<file path="config.mk">
export PLATFORM = sky130hd
export DESIGN_NAME = video_frame_fragment_reassembler
export DESIGN_NICKNAME = d
export VERILOG_FILES = /design/src/vffr_pkg.sv /design/src/vffr_in_stage.sv /design/src/vffr_core.sv /design/src/vffr_out_stage.sv /design/src/video_frame_fragment_reassembler.sv
export SDC_FILE = /design/constraint.sdc
export NUM_CORES = 2
export LEC_CHECK = 0
export ABC_AREA = 1
export BUFFER_PORTS_ARGS = -buffer_cell sky130_fd_sc_hd__buf_2
export CORE_UTILIZATION = 50
export CTS_BUF_LIST = sky130_fd_sc_hd__clkbuf_8
export CTS_CLUSTER_SIZE = 25
export DETAILED_ROUTE_END_ITERATION = 16
export HOLD_SLACK_MARGIN = 0.03
export PLACE_DENSITY = 0.67
export SYNTH_ARGS = -nofsm -noshare
export SYNTH_HDL_FRONTEND = slang
export SYNTH_SLANG_ARGS = --single-unit
</file>
<file path="constraint.sdc">
create_clock -name clk -period 14.24 [get_ports clk]
set_input_delay 0.712 -clock clk [delete_from_list [all_inputs] [get_ports clk]]
set_output_delay 0.712 -clock clk [all_outputs]
set_load 0.02 [all_outputs]
</file>
<file path="src/vffr_pkg.sv">
// Shared types, constants and helpers for the video frame fragment reassembler.
`timescale 1ns / 1ps

package vffr_pkg;

  localparam int MAX_FRAGS    = 64;
  localparam int TIME_W       = 48;
  localparam int SEQ_W        = 32;
  localparam int TOTAL_W      = 7;
  localparam int INDEX_W      = 6;
  localparam int INTERVAL_W   = 16;
  localparam int CNT_W        = 32;
  localparam int DROP_W       = 2;

  localparam logic [INTERVAL_W-1:0] IDR_INTERVAL_RESET = 16'd250;

  typedef enum logic [2:0] {
    ST_PENDING   = 3'd0,
    ST_STALE     = 3'd1,
    ST_DELIVERED = 3'd2,
    ST_GAP       = 3'd3,
    ST_GAP_REQ   = 3'd4
  } status_t;

  typedef struct packed {
    logic [TIME_W-1:0]  time_ms;
    logic [SEQ_W-1:0]   seq_num;
    logic [TOTAL_W-1:0] frag_total;
    logic [INDEX_W-1:0] frag_pos;
    logic               is_keyframe;
  } frag_t;

  typedef struct packed {
    status_t            status;
    logic [SEQ_W-1:0]   done_seq;
    logic               done_keyframe;
    logic [SEQ_W-1:0]   request_last_good;
    logic [DROP_W-1:0]  dropped_now;
    logic [CNT_W-1:0]   stale_total;
    logic [CNT_W-1:0]   dropped_total;
    logic [CNT_W-1:0]   gap_total;
  } result_t;

  function automatic logic [TOTAL_W-1:0] popcount64(input logic [MAX_FRAGS-1:0] v);
    logic [TOTAL_W-1:0] n;
    n = '0;
    for (int i = 0; i < MAX_FRAGS; i++) begin
      n = n + TOTAL_W'(v[i]);
    end
    return n;
  endfunction

endpackage

</file>
<file path="src/vffr_in_stage.sv">
// Input register stage: captures one fragment and hands it to the update logic.
`timescale 1ns / 1ps

module vffr_in_stage
  import vffr_pkg::*;
(
  input  logic  clk,
  input  logic  rst,
  input  logic  in_valid,
  output logic  in_stall,
  input  frag_t in_frag,
  input  logic  out_ready,
  output logic  step,
  output frag_t frag
);

  logic s1_valid;
  logic s1_valid_next;
  logic take;

  assign step     = s1_valid && out_ready;
  assign in_stall = s1_valid && !out_ready;
  assign take     = in_valid && !in_stall;

  always_comb begin
    s1_valid_next = s1_valid;
    if (take) begin
      s1_valid_next = 1'b1;
    end else if (step) begin
      s1_valid_next = 1'b0;
    end
  end

  always_ff @(posedge clk) begin
    if (rst) begin
      s1_valid <= 1'b0;
    end else begin
      s1_valid <= s1_valid_next;
    end
  end

  always_ff @(posedge clk) begin
    if (take) begin
      frag <= in_frag;
    end
  end

endmodule

</file>
<file path="src/vffr_core.sv">
// Reassembly state: two frame slots, completion, drop, delivery and request logic.
`timescale 1ns / 1ps

module vffr_core
  import vffr_pkg::*;
(
  input  logic                  clk,
  input  logic                  rst,
  input  logic                  cfg_wr_en,
  input  logic [INTERVAL_W-1:0] cfg_wr_data,
  input  logic                  step,
  input  frag_t                 frag,
  output result_t               res
);

  // state
  logic [1:0]           slot_valid;
  logic [SEQ_W-1:0]     slot_seq    [2];
  logic [TOTAL_W-1:0]   slot_need   [2];
  logic [1:0]           slot_key;
  logic [MAX_FRAGS-1:0] slot_bitmap [2];
  logic                 newest_valid;
  logic [SEQ_W-1:0]     newest_seq;
  logic                 decoded_valid;
  logic [SEQ_W-1:0]     decoded_seq;
  logic                 request_pending;
  logic                 request_time_valid;
  logic [TIME_W-1:0]    request_time;
  logic                 request_good_valid;
  logic [SEQ_W-1:0]     request_good_seq;
  logic [CNT_W-1:0]     stale_count;
  logic [CNT_W-1:0]     dropped_count;
  logic [CNT_W-1:0]     gap_count;
  logic [INTERVAL_W-1:0] idr_interval;

  logic [1:0]           slot_valid_next;
  logic [SEQ_W-1:0]     slot_seq_next    [2];
  logic [TOTAL_W-1:0]   slot_need_next   [2];
  logic [1:0]           slot_key_next;
  logic [MAX_FRAGS-1:0] slot_bitmap_next [2];
  logic                 newest_valid_next;
  logic [SEQ_W-1:0]     newest_seq_next;
  logic                 decoded_valid_next;
  logic [SEQ_W-1:0]     decoded_seq_next;
  logic                 request_pending_next;
  logic                 request_time_valid_next;
  logic [TIME_W-1:0]    request_time_next;
  logic                 request_good_valid_next;
  logic [SEQ_W-1:0]     request_good_seq_next;
  logic [CNT_W-1:0]     stale_count_next;
  logic [CNT_W-1:0]     dropped_count_next;
  logic [CNT_W-1:0]     gap_count_next;

  // working signals
  logic                 hit0, hit1, hit, full, old, newer_than_old;
  logic                 is_stale, evict, sel, other, complete, drop_other;
  logic                 deliver, too_soon, keyf;
  logic [1:0]           vld;
  logic [MAX_FRAGS-1:0] bm;
  logic [TOTAL_W-1:0]   need;
  logic [TOTAL_W-1:0]   pop;
  logic [DROP_W-1:0]    dropped;
  logic [TIME_W:0]      tdiff;
  logic [SEQ_W-1:0]     seq_m1;

  always_comb begin
    hit0 = slot_valid[0] && (slot_seq[0] == frag.seq_num);
    hit1 = slot_valid[1] && (slot_seq[1] == frag.seq_num);
    hit  = hit0 || hit1;
    full = slot_valid[0] && slot_valid[1];
    old  = slot_seq[1] < slot_seq[0];
    newer_than_old = frag.seq_num > slot_seq[old];

    is_stale = (newest_valid && (frag.seq_num <= newest_seq)) ||
               (!hit && full && !newer_than_old);
    evict    = !is_stale && !hit && full;

    vld = slot_valid;
    if (evict) begin
      vld[old] = 1'b0;
    end
    sel   = hit ? hit1 : vld[0];
    other = ~sel;

    bm   = (hit ? slot_bitmap[sel] : '0) | (MAX_FRAGS'(1) << frag.frag_pos);
    need = hit ? slot_need[sel] : frag.frag_total;
    keyf = hit ? slot_key[sel] : frag.is_keyframe;
    pop  = popcount64(bm);
    complete   = !is_stale && (pop == need);
    drop_other = complete && vld[other] && (slot_seq[other] <= frag.seq_num);
    dropped    = DROP_W'(evict) + DROP_W'(drop_other);

    seq_m1  = frag.seq_num - SEQ_W'(1);
    deliver = keyf ||
              (decoded_valid && (frag.seq_num != '0) && (decoded_seq == seq_m1));
    // signed time difference: backward time reads as too soon
    tdiff    = {1'b0, frag.time_ms} - {1'b0, request_time};
    too_soon = request_time_valid &&
               (tdiff[TIME_W] || (tdiff[TIME_W-1:0] < TIME_W'(idr_interval)));

    slot_valid_next         = slot_valid;
    slot_seq_next           = slot_seq;
    slot_need_next          = slot_need;
    slot_key_next           = slot_key;
    slot_bitmap_next        = slot_bitmap;
    newest_valid_next       = newest_valid;
    newest_seq_next         = newest_seq;
    decoded_valid_next      = decoded_valid;
    decoded_seq_next        = decoded_seq;
    request_pending_next    = request_pending;
    request_time_valid_next = request_time_valid;
    request_time_next       = request_time;
    request_good_valid_next = request_good_valid;
    request_good_seq_next   = request_good_seq;
    stale_count_next        = stale_count;
    dropped_count_next      = dropped_count;
    gap_count_next          = gap_count;

    res.status            = ST_PENDING;
    res.done_seq          = '0;
    res.done_keyframe     = 1'b0;
    res.request_last_good = '0;
    res.dropped_now       = dropped;

    if (is_stale) begin
      stale_count_next = stale_count + CNT_W'(1);
      res.status       = ST_STALE;
    end else begin
      slot_valid_next            = vld;
      slot_valid_next[sel]       = !complete;
      slot_seq_next[sel]         = frag.seq_num;
      slot_need_next[sel]        = need;
      slot_key_next[sel]         = keyf;
      slot_bitmap_next[sel]      = bm;
      if (drop_other) begin
        slot_valid_next[other] = 1'b0;
      end
      dropped_count_next = dropped_count + CNT_W'(dropped);

      if (complete) begin
        newest_valid_next = 1'b1;
        newest_seq_next   = frag.seq_num;
        res.done_seq      = frag.seq_num;
        res.done_keyframe = keyf;
        if (deliver) begin
          res.status         = ST_DELIVERED;
          decoded_valid_next = 1'b1;
          decoded_seq_next   = frag.seq_num;
          if (keyf && request_pending &&
              (!request_good_valid || (frag.seq_num > request_good_seq))) begin
            request_pending_next = 1'b0;
          end
        end else begin
          gap_count_next = gap_count + CNT_W'(1);
          res.status     = ST_GAP;
          if (!request_pending && !too_soon) begin
            res.status              = ST_GAP_REQ;
            res.request_last_good   = decoded_valid ? decoded_seq : '0;
            request_pending_next    = 1'b1;
            request_time_valid_next = 1'b1;
            request_time_next       = frag.time_ms;
            request_good_valid_next = decoded_valid;
            request_good_seq_next   = decoded_seq;
          end
        end
      end
    end

    res.stale_total   = stale_count_next;
    res.dropped_total = dropped_count_next;
    res.gap_total     = gap_count_next;
  end

  always_ff @(posedge clk) begin
    if (rst) begin
      idr_interval <= IDR_INTERVAL_RESET;
    end else if (cfg_wr_en) begin
      idr_interval <= cfg_wr_data;
    end
  end

  always_ff @(posedge clk) begin
    if (rst) begin
      slot_valid         <= '0;
      newest_valid       <= 1'b0;
      decoded_valid      <= 1'b0;
      request_pending    <= 1'b0;
      request_time_valid <= 1'b0;
      request_good_valid <= 1'b0;
      stale_count        <= '0;
      dropped_count      <= '0;
      gap_count          <= '0;
    end else if (step) begin
      slot_valid         <= slot_valid_next;
      newest_valid       <= newest_valid_next;
      decoded_valid      <= decoded_valid_next;
      request_pending    <= request_pending_next;
      request_time_valid <= request_time_valid_next;
      request_good_valid <= request_good_valid_next;
      stale_count        <= stale_count_next;
      dropped_count      <= dropped_count_next;
      gap_count          <= gap_count_next;
    end
  end

  // payload state, only read behind a valid flag
  always_ff @(posedge clk) begin
    if (step) begin
      slot_seq         <= slot_seq_next;
      slot_need        <= slot_need_next;
      slot_key         <= slot_key_next;
      slot_bitmap      <= slot_bitmap_next;
      newest_seq       <= newest_seq_next;
      decoded_seq      <= decoded_seq_next;
      request_time     <= request_time_next;
      request_good_seq <= request_good_seq_next;
    end
  end

`ifndef NO_ASSERTIONS
  a_slots_distinct: assert property (@(posedge clk) disable iff (rst)
    (slot_valid[0] && slot_valid[1]) |-> (slot_seq[0] != slot_seq[1]))
    else $error("two live slots hold the same frame");

  a_slots_above_newest: assert property (@(posedge clk) disable iff (rst)
    (newest_valid && (slot_valid[0] || slot_valid[1])) |->
    ((!slot_valid[0] || (slot_seq[0] > newest_seq)) &&
     (!slot_valid[1] || (slot_seq[1] > newest_seq))))
    else $error("live slot at or below newest completed frame");

  a_request_has_time: assert property (@(posedge clk) disable iff (rst)
    request_pending |-> request_time_valid)
    else $error("keyframe request pending without a request time");

  a_deliver_updates: assert property (@(posedge clk) disable iff (rst)
    (step && (res.status == ST_DELIVERED)) |=>
    (decoded_valid && (decoded_seq == $past(frag.seq_num))))
    else $error("delivered frame not recorded as last decoded");
`endif

endmodule

</file>
<file path="src/vffr_out_stage.sv">
// Result register: holds one result until the receiver takes it.
`timescale 1ns / 1ps

module vffr_out_stage
  import vffr_pkg::*;
(
  input  logic    clk,
  input  logic    rst,
  input  logic    step,
  input  result_t res,
  input  logic    out_stall,
  output logic    out_valid,
  output logic    out_ready,
  output result_t out_res
);

  logic out_valid_next;

  // room for a new result when empty or when the current one transfers now
  assign out_ready = !out_valid || !out_stall;

  always_comb begin
    out_valid_next = out_valid;
    if (step) begin
      out_valid_next = 1'b1;
    end else if (out_valid && !out_stall) begin
      out_valid_next = 1'b0;
    end
  end

  always_ff @(posedge clk) begin
    if (rst) begin
      out_valid <= 1'b0;
    end else begin
      out_valid <= out_valid_next;
    end
  end

  always_ff @(posedge clk) begin
    if (step) begin
      out_res <= res;
    end
  end

endmodule

</file>
<file path="src/video_frame_fragment_reassembler.sv">
// Video frame fragment reassembler, top level.
// Usage:
//   Input channel in_valid/in_stall carries one fragment per transfer
//   (time_ms, seq_num, frag_total, frag_pos, is_keyframe).
//   Output channel out_valid/out_stall carries exactly one result per
//   fragment, in arrival order: status, completed frame, request data,
//   drop count of the step and the three running counters.
//   cfg_wr_en/cfg_wr_data write the minimum keyframe request interval in
//   ms; write it only while no fragment is in flight.
// Path: a fragment taken into the input register passes through the slot
//   update into the result register, from which its result transfers.
// Throughput: one fragment per cycle while the receiver does not stall;
//   the slot update is combinational, from input to result register.
// Reset (rst, synchronous): both slots empty, no frame completed or
//   decoded, no request pending, counters zero, interval back to 250 ms.
// Receiver stall: the result register holds; the input register then
//   fills and in_stall rises until the result is taken.
`timescale 1ns / 1ps

module video_frame_fragment_reassembler
  import vffr_pkg::*;
(
  input  logic                  clk,
  input  logic                  rst,
  input  logic                  cfg_wr_en,
  input  logic [INTERVAL_W-1:0] cfg_wr_data,
  input  logic                  in_valid,
  output logic                  in_stall,
  input  logic [TIME_W-1:0]     time_ms,
  input  logic [SEQ_W-1:0]      seq_num,
  input  logic [TOTAL_W-1:0]    frag_total,
  input  logic [INDEX_W-1:0]    frag_pos,
  input  logic                  is_keyframe,
  output logic                  out_valid,
  input  logic                  out_stall,
  output logic [2:0]            status,
  output logic [SEQ_W-1:0]      done_seq,
  output logic                  done_keyframe,
  output logic [SEQ_W-1:0]      request_last_good,
  output logic [DROP_W-1:0]     dropped_now,
  output logic [CNT_W-1:0]      stale_total,
  output logic [CNT_W-1:0]      dropped_total,
  output logic [CNT_W-1:0]      gap_total
);

  frag_t   in_frag;
  frag_t   frag;
  result_t res;
  result_t out_res;
  logic    step;
  logic    out_ready;

  assign in_frag.time_ms     = time_ms;
  assign in_frag.seq_num     = seq_num;
  assign in_frag.frag_total  = frag_total;
  assign in_frag.frag_pos    = frag_pos;
  assign in_frag.is_keyframe = is_keyframe;

  vffr_in_stage u_in_stage (
    .clk       (clk),
    .rst       (rst),
    .in_valid  (in_valid),
    .in_stall  (in_stall),
    .in_frag   (in_frag),
    .out_ready (out_ready),
    .step      (step),
    .frag      (frag)
  );

  vffr_core u_core (
    .clk         (clk),
    .rst         (rst),
    .cfg_wr_en   (cfg_wr_en),
    .cfg_wr_data (cfg_wr_data),
    .step        (step),
    .frag        (frag),
    .res         (res)
  );

  vffr_out_stage u_out_stage (
    .clk       (clk),
    .rst       (rst),
    .step      (step),
    .res       (res),
    .out_stall (out_stall),
    .out_valid (out_valid),
    .out_ready (out_ready),
    .out_res   (out_res)
  );

  assign status            = out_res.status;
  assign done_seq          = out_res.done_seq;
  assign done_keyframe     = out_res.done_keyframe;
  assign request_last_good = out_res.request_last_good;
  assign dropped_now       = out_res.dropped_now;
  assign stale_total       = out_res.stale_total;
  assign dropped_total     = out_res.dropped_total;
  assign gap_total         = out_res.gap_total;

endmodule

</file>
==> results.json <==
{
  "fin_area_um2": 46690,
  "seq_power_share_pct": 50.1,
  "synth_top_area_cell": "edfxtp_1",
  "max-vdd-ir-drop_v": 0.00008734,
  "post-route-period-util_pct": 94.09,
  "synth_area_um2": 41140,
  "crit_path_frequent_cell": "inv_1",
  "worst_slack_ns": 0.8414,
  "drtIter0Drc": 2542,
  "dpl_worst_slack_ns": 0.1598,
  "die_x_um": 288.8,
  "drv_cap": 0,
  "num-nets-final": 5294,
  "fin_skew_ns": 0.06450,
  "post_drt_wl_per_cell_um": 18.41,
  "status": "finished, final reports clean",
  "synth_top_area_share_pct": 44.68,
  "post-route-util_pct": 57.69,
  "syn_inst": 4495,
  "critPathMaxStageDelay_ns": 0.58,
  "arrival_ns": 14.12,
  "placementRows": 104,
  "cp.depth": 75,
  "p_clk_share_pct": 38.0,
  "cp.required_ns": 14.96,
  "avgSynthCellArea_um2": 9.151,
  "pwr-share-comb_pct": 12.0,
  "hold_depth": 1,
  "worst_slew_pin_slew_ns": 1.189,
  "crit_path_max_fanout": 27,
  "dp_hpwl_um": 80100,
  "ant_nets": 0,
  "track_usage_pct": 26.38,
  "fillers": 7306,
  "antenna_found_initial": 2,
  "numCtsBuffers": 130,
  "clockBufferDepth": 3,
  "grt_overflow_total": 0,
  "slew_viol_final": 0,
  "cp_num_buf_inv": 15,
  "holdWs_ns": 0.09324,
  "synthTopCellsByArea": "edfxtp_1 45%, ha_1 7.5%, nand2_1 7.4%, inv_1 6.8%, dfxtp_1 5.9%",
  "clock_latency_ns": 0.80,
  "area_growth_syn_to_layout_pct": 13.51,
  "vias": 31990,
  "power_mw": 4.912,
  "io_buffers": 282,
  "pin_count": 283,
  "path_delay_family": "adder cells",
  "avgViaCountPerCell": 5.301,
  "die_area_um2": 83420,
  "setup_viol": 0,
  "clk_pin_slew_ns": 0.06,
  "initial_core_util_pct": 50.82,
  "drc": 0,
  "grt_start_max_net_pins": 92,
  "drt_wl_total_um": 111100,
  "grt_pass1_vias": 30780,
  "ff2ff_path_depth": 75,
  "netSwitchingFraction_pct": 27.37,
  "synthArstFlopShare_pct": 0,
  "p_leak_nw": 20.28,
  "dpl_cell_area_um2": 43840,
  "yosysSeqAreaShare_pct": 50.56,
  "synth_nets": 4911,
  "slowest_stage": "fa_1",
  "cts.htree.levels": 4,
  "synth_edf_count": 612,
  "die_y_um": 288.8,
  "synth.distinct_cells": 56,
  "p_switching_mw": 1.344,
  "min_path_type": "in -> reg",
  "powerDensity_nw_per_um2": 105.2,
  "internal-power_mw": 3.567,
  "relSlewSlack_pct": 20.74,
  "crit_type": "reg -> reg",
  "cts_tree": "built",
  "drive_above_1_share_pct": 12.08,
  "grt_pass1_wl_um": 169300,
  "max_freq_ghz": 0.07463,
  "ys_seq_elements": 733,
  "critPathCaptureType": "flip-flop",
  "period_minus_slack_ns": 13.40,
  "first_pass_iters": 6,
  "root_buffer": "clkbuf_8",
  "clkSinkCount": 733,
  "core-area_um2": 80940,
  "finalHoldViolCount": 0,
  "gp_congestion": 1.008,
  "ys_warn_count": 0,
  "worstSetupStartpointType": "flip-flop",
  "synthFlopType": "edfxtp_1"
}
## power groups by stage
| stage | clock network [mW] | registers (mW) | logic, mW |
|---|---|---|---|
| floorplan | 0 | 2.53 | 0.356 |
| global placement | 0 | 2.50 | 0.565 |
| detailed placement | 0 | 2.50 | 0.572 |
| CTS | 1.91 | 2.46 | 0.578 |
| global route | 2.00 | 2.47 | 0.657 |
| finish | 1.86 | 2.46 | 0.588 |
## layout by cell type (no fill, tap or decap), types with 25 or more instances in the layout
master    Yosys  final
dfxtp_1     121    121
o21ai_0     344    317
mux2i_1      48     48
buf_2        29    281
edfxtp_1    612    612
clkinv_1      1     25
fa_1         56     56
xnor2_1      30     30
nand3_1     142    140
o21ai_1      36     54
nand2_1     813    810
xor2_1      156    156
nor3_1       67     64
nor2_1      427    422
nand4_1     106    106
ha_1        245    245
buf_4         2     65
clkbuf_8      0    138
nor4_1       32     32
a21oi_1     263    261
inv_1       746    776
## synth_stat cells (30+ instances only)
cell,number
nor4_1,32
nand2_1,813
xor2_1,156
a21oi_1,263
mux2i_1,48
inv_1,746
o21ai_0,344
clkbuf_1,73
edfxtp_1,612
nor3_1,67
dfxtp_1,121
xnor2_1,30
fa_1,56
nor2_1,427
ha_1,245
nand3_1,142
o21ai_1,36
nand4_1,106
## through the flow
stage	cells	setup TNS, ns
2_1_floorplan	4495	0
3_3_place_gp	5774	0
3_5_place_dp	5774	0
4_1_cts	6016	0
5_1_grt	6036	-0.2711
6_report	6036	0
## worst paths after layout
kind	start	end	slack [ns]
min reg2reg	u_core.decoded_seq[5]	u_core.request_good_seq[5]	0.44
min	time_ms[26]	u_in_stage.frag[72]	0.09
max reg2reg	u_core.slot_seq[59]	u_core.dropped_count[30]	0.84
max	u_core.slot_seq[59]	u_core.dropped_count[30]	0.84
## cell families after synthesis
| group | Yosys count | share of synthesized area [%] |
|---|---|---|
| flip-flops | 733 | 50.56 |
| AND/OR/NAND/NOR | 1630 | 16.77 |
| AO/OA/AOI/OAI | 715 | 9.171 |
| buffers and inverters | 882 | 8.185 |
| adder cells (fa/ha/maj) | 301 | 10.18 |
| multiplexers | 48 | 1.168 |
| XOR/XNOR | 186 | 3.960 |
## worst register-to-register path, delay by kind of cell (launching register included)
kind,cells,cell delay (ns)
buffers and inverters,15,1.30
muxes,1,0.11
AOI/OAI and AO/OA,8,0.98
DFF,1,0.43
xor gates and xnor gates,1,0.18
adders and majority gates,15,6.00
and+or+nand+nor,35,4.32
## final cells by class
class | instances | area (um^2) | share of cell area [%]
inverters | 768 | 2889 | 6.187
repair buffers | 362 | 2087 | 4.469
multi-input cells | 2883 | 17160 | 36.76
flip-flops and latches | 733 | 20800 | 44.54
diodes | 2 | 5.005 | 0.01072
clock buffers | 138 | 1899 | 4.068
well taps | 1060 | 1326 | 2.840
clock inverters | 90 | 524.3 | 1.123
## metal layers
metal | vias to the layer above | GRT usage, % | part of all wire [%]
met1 | 14990 | 36.03 | 44
met5 | - | 0 | 0
met2 | 1060 | 42.44 | 46
met4 | 0 | 8.605 | 2.6
li1 | 15770 | - | -
met3 | 176 | 4.866 | 6.9
## sequential cells by signal (all words and copies together) (netlist names), 2 cells and up
| name | cells |
|---|---|
| u_core.request_good_seq | 32 |
| u_core.dropped_count | 32 |
| u_core.newest_seq | 32 |
| u_out_stage.out_res | 166 |
| u_core.slot_key | 2 |
| u_core.slot_need | 14 |
| u_core.stale_count | 32 |
| u_core.slot_seq | 64 |
| u_core.slot_valid | 2 |
| u_core.gap_count | 32 |
| u_core.slot_bitmap | 128 |
| u_in_stage.frag | 94 |
| u_core.decoded_seq | 32 |
| u_core.request_time | 48 |
| u_core.idr_interval | 16 |
## repair_timing
item / CTS / global route
resized for setup: 0 / 54
setup endpoints to repair: 0 / 28
setup buffers: 0 / 14
endpoints found under the hold margin: 14 / 0
hold buffers: 14 / 0
Power figures use the tool's default switching activity.
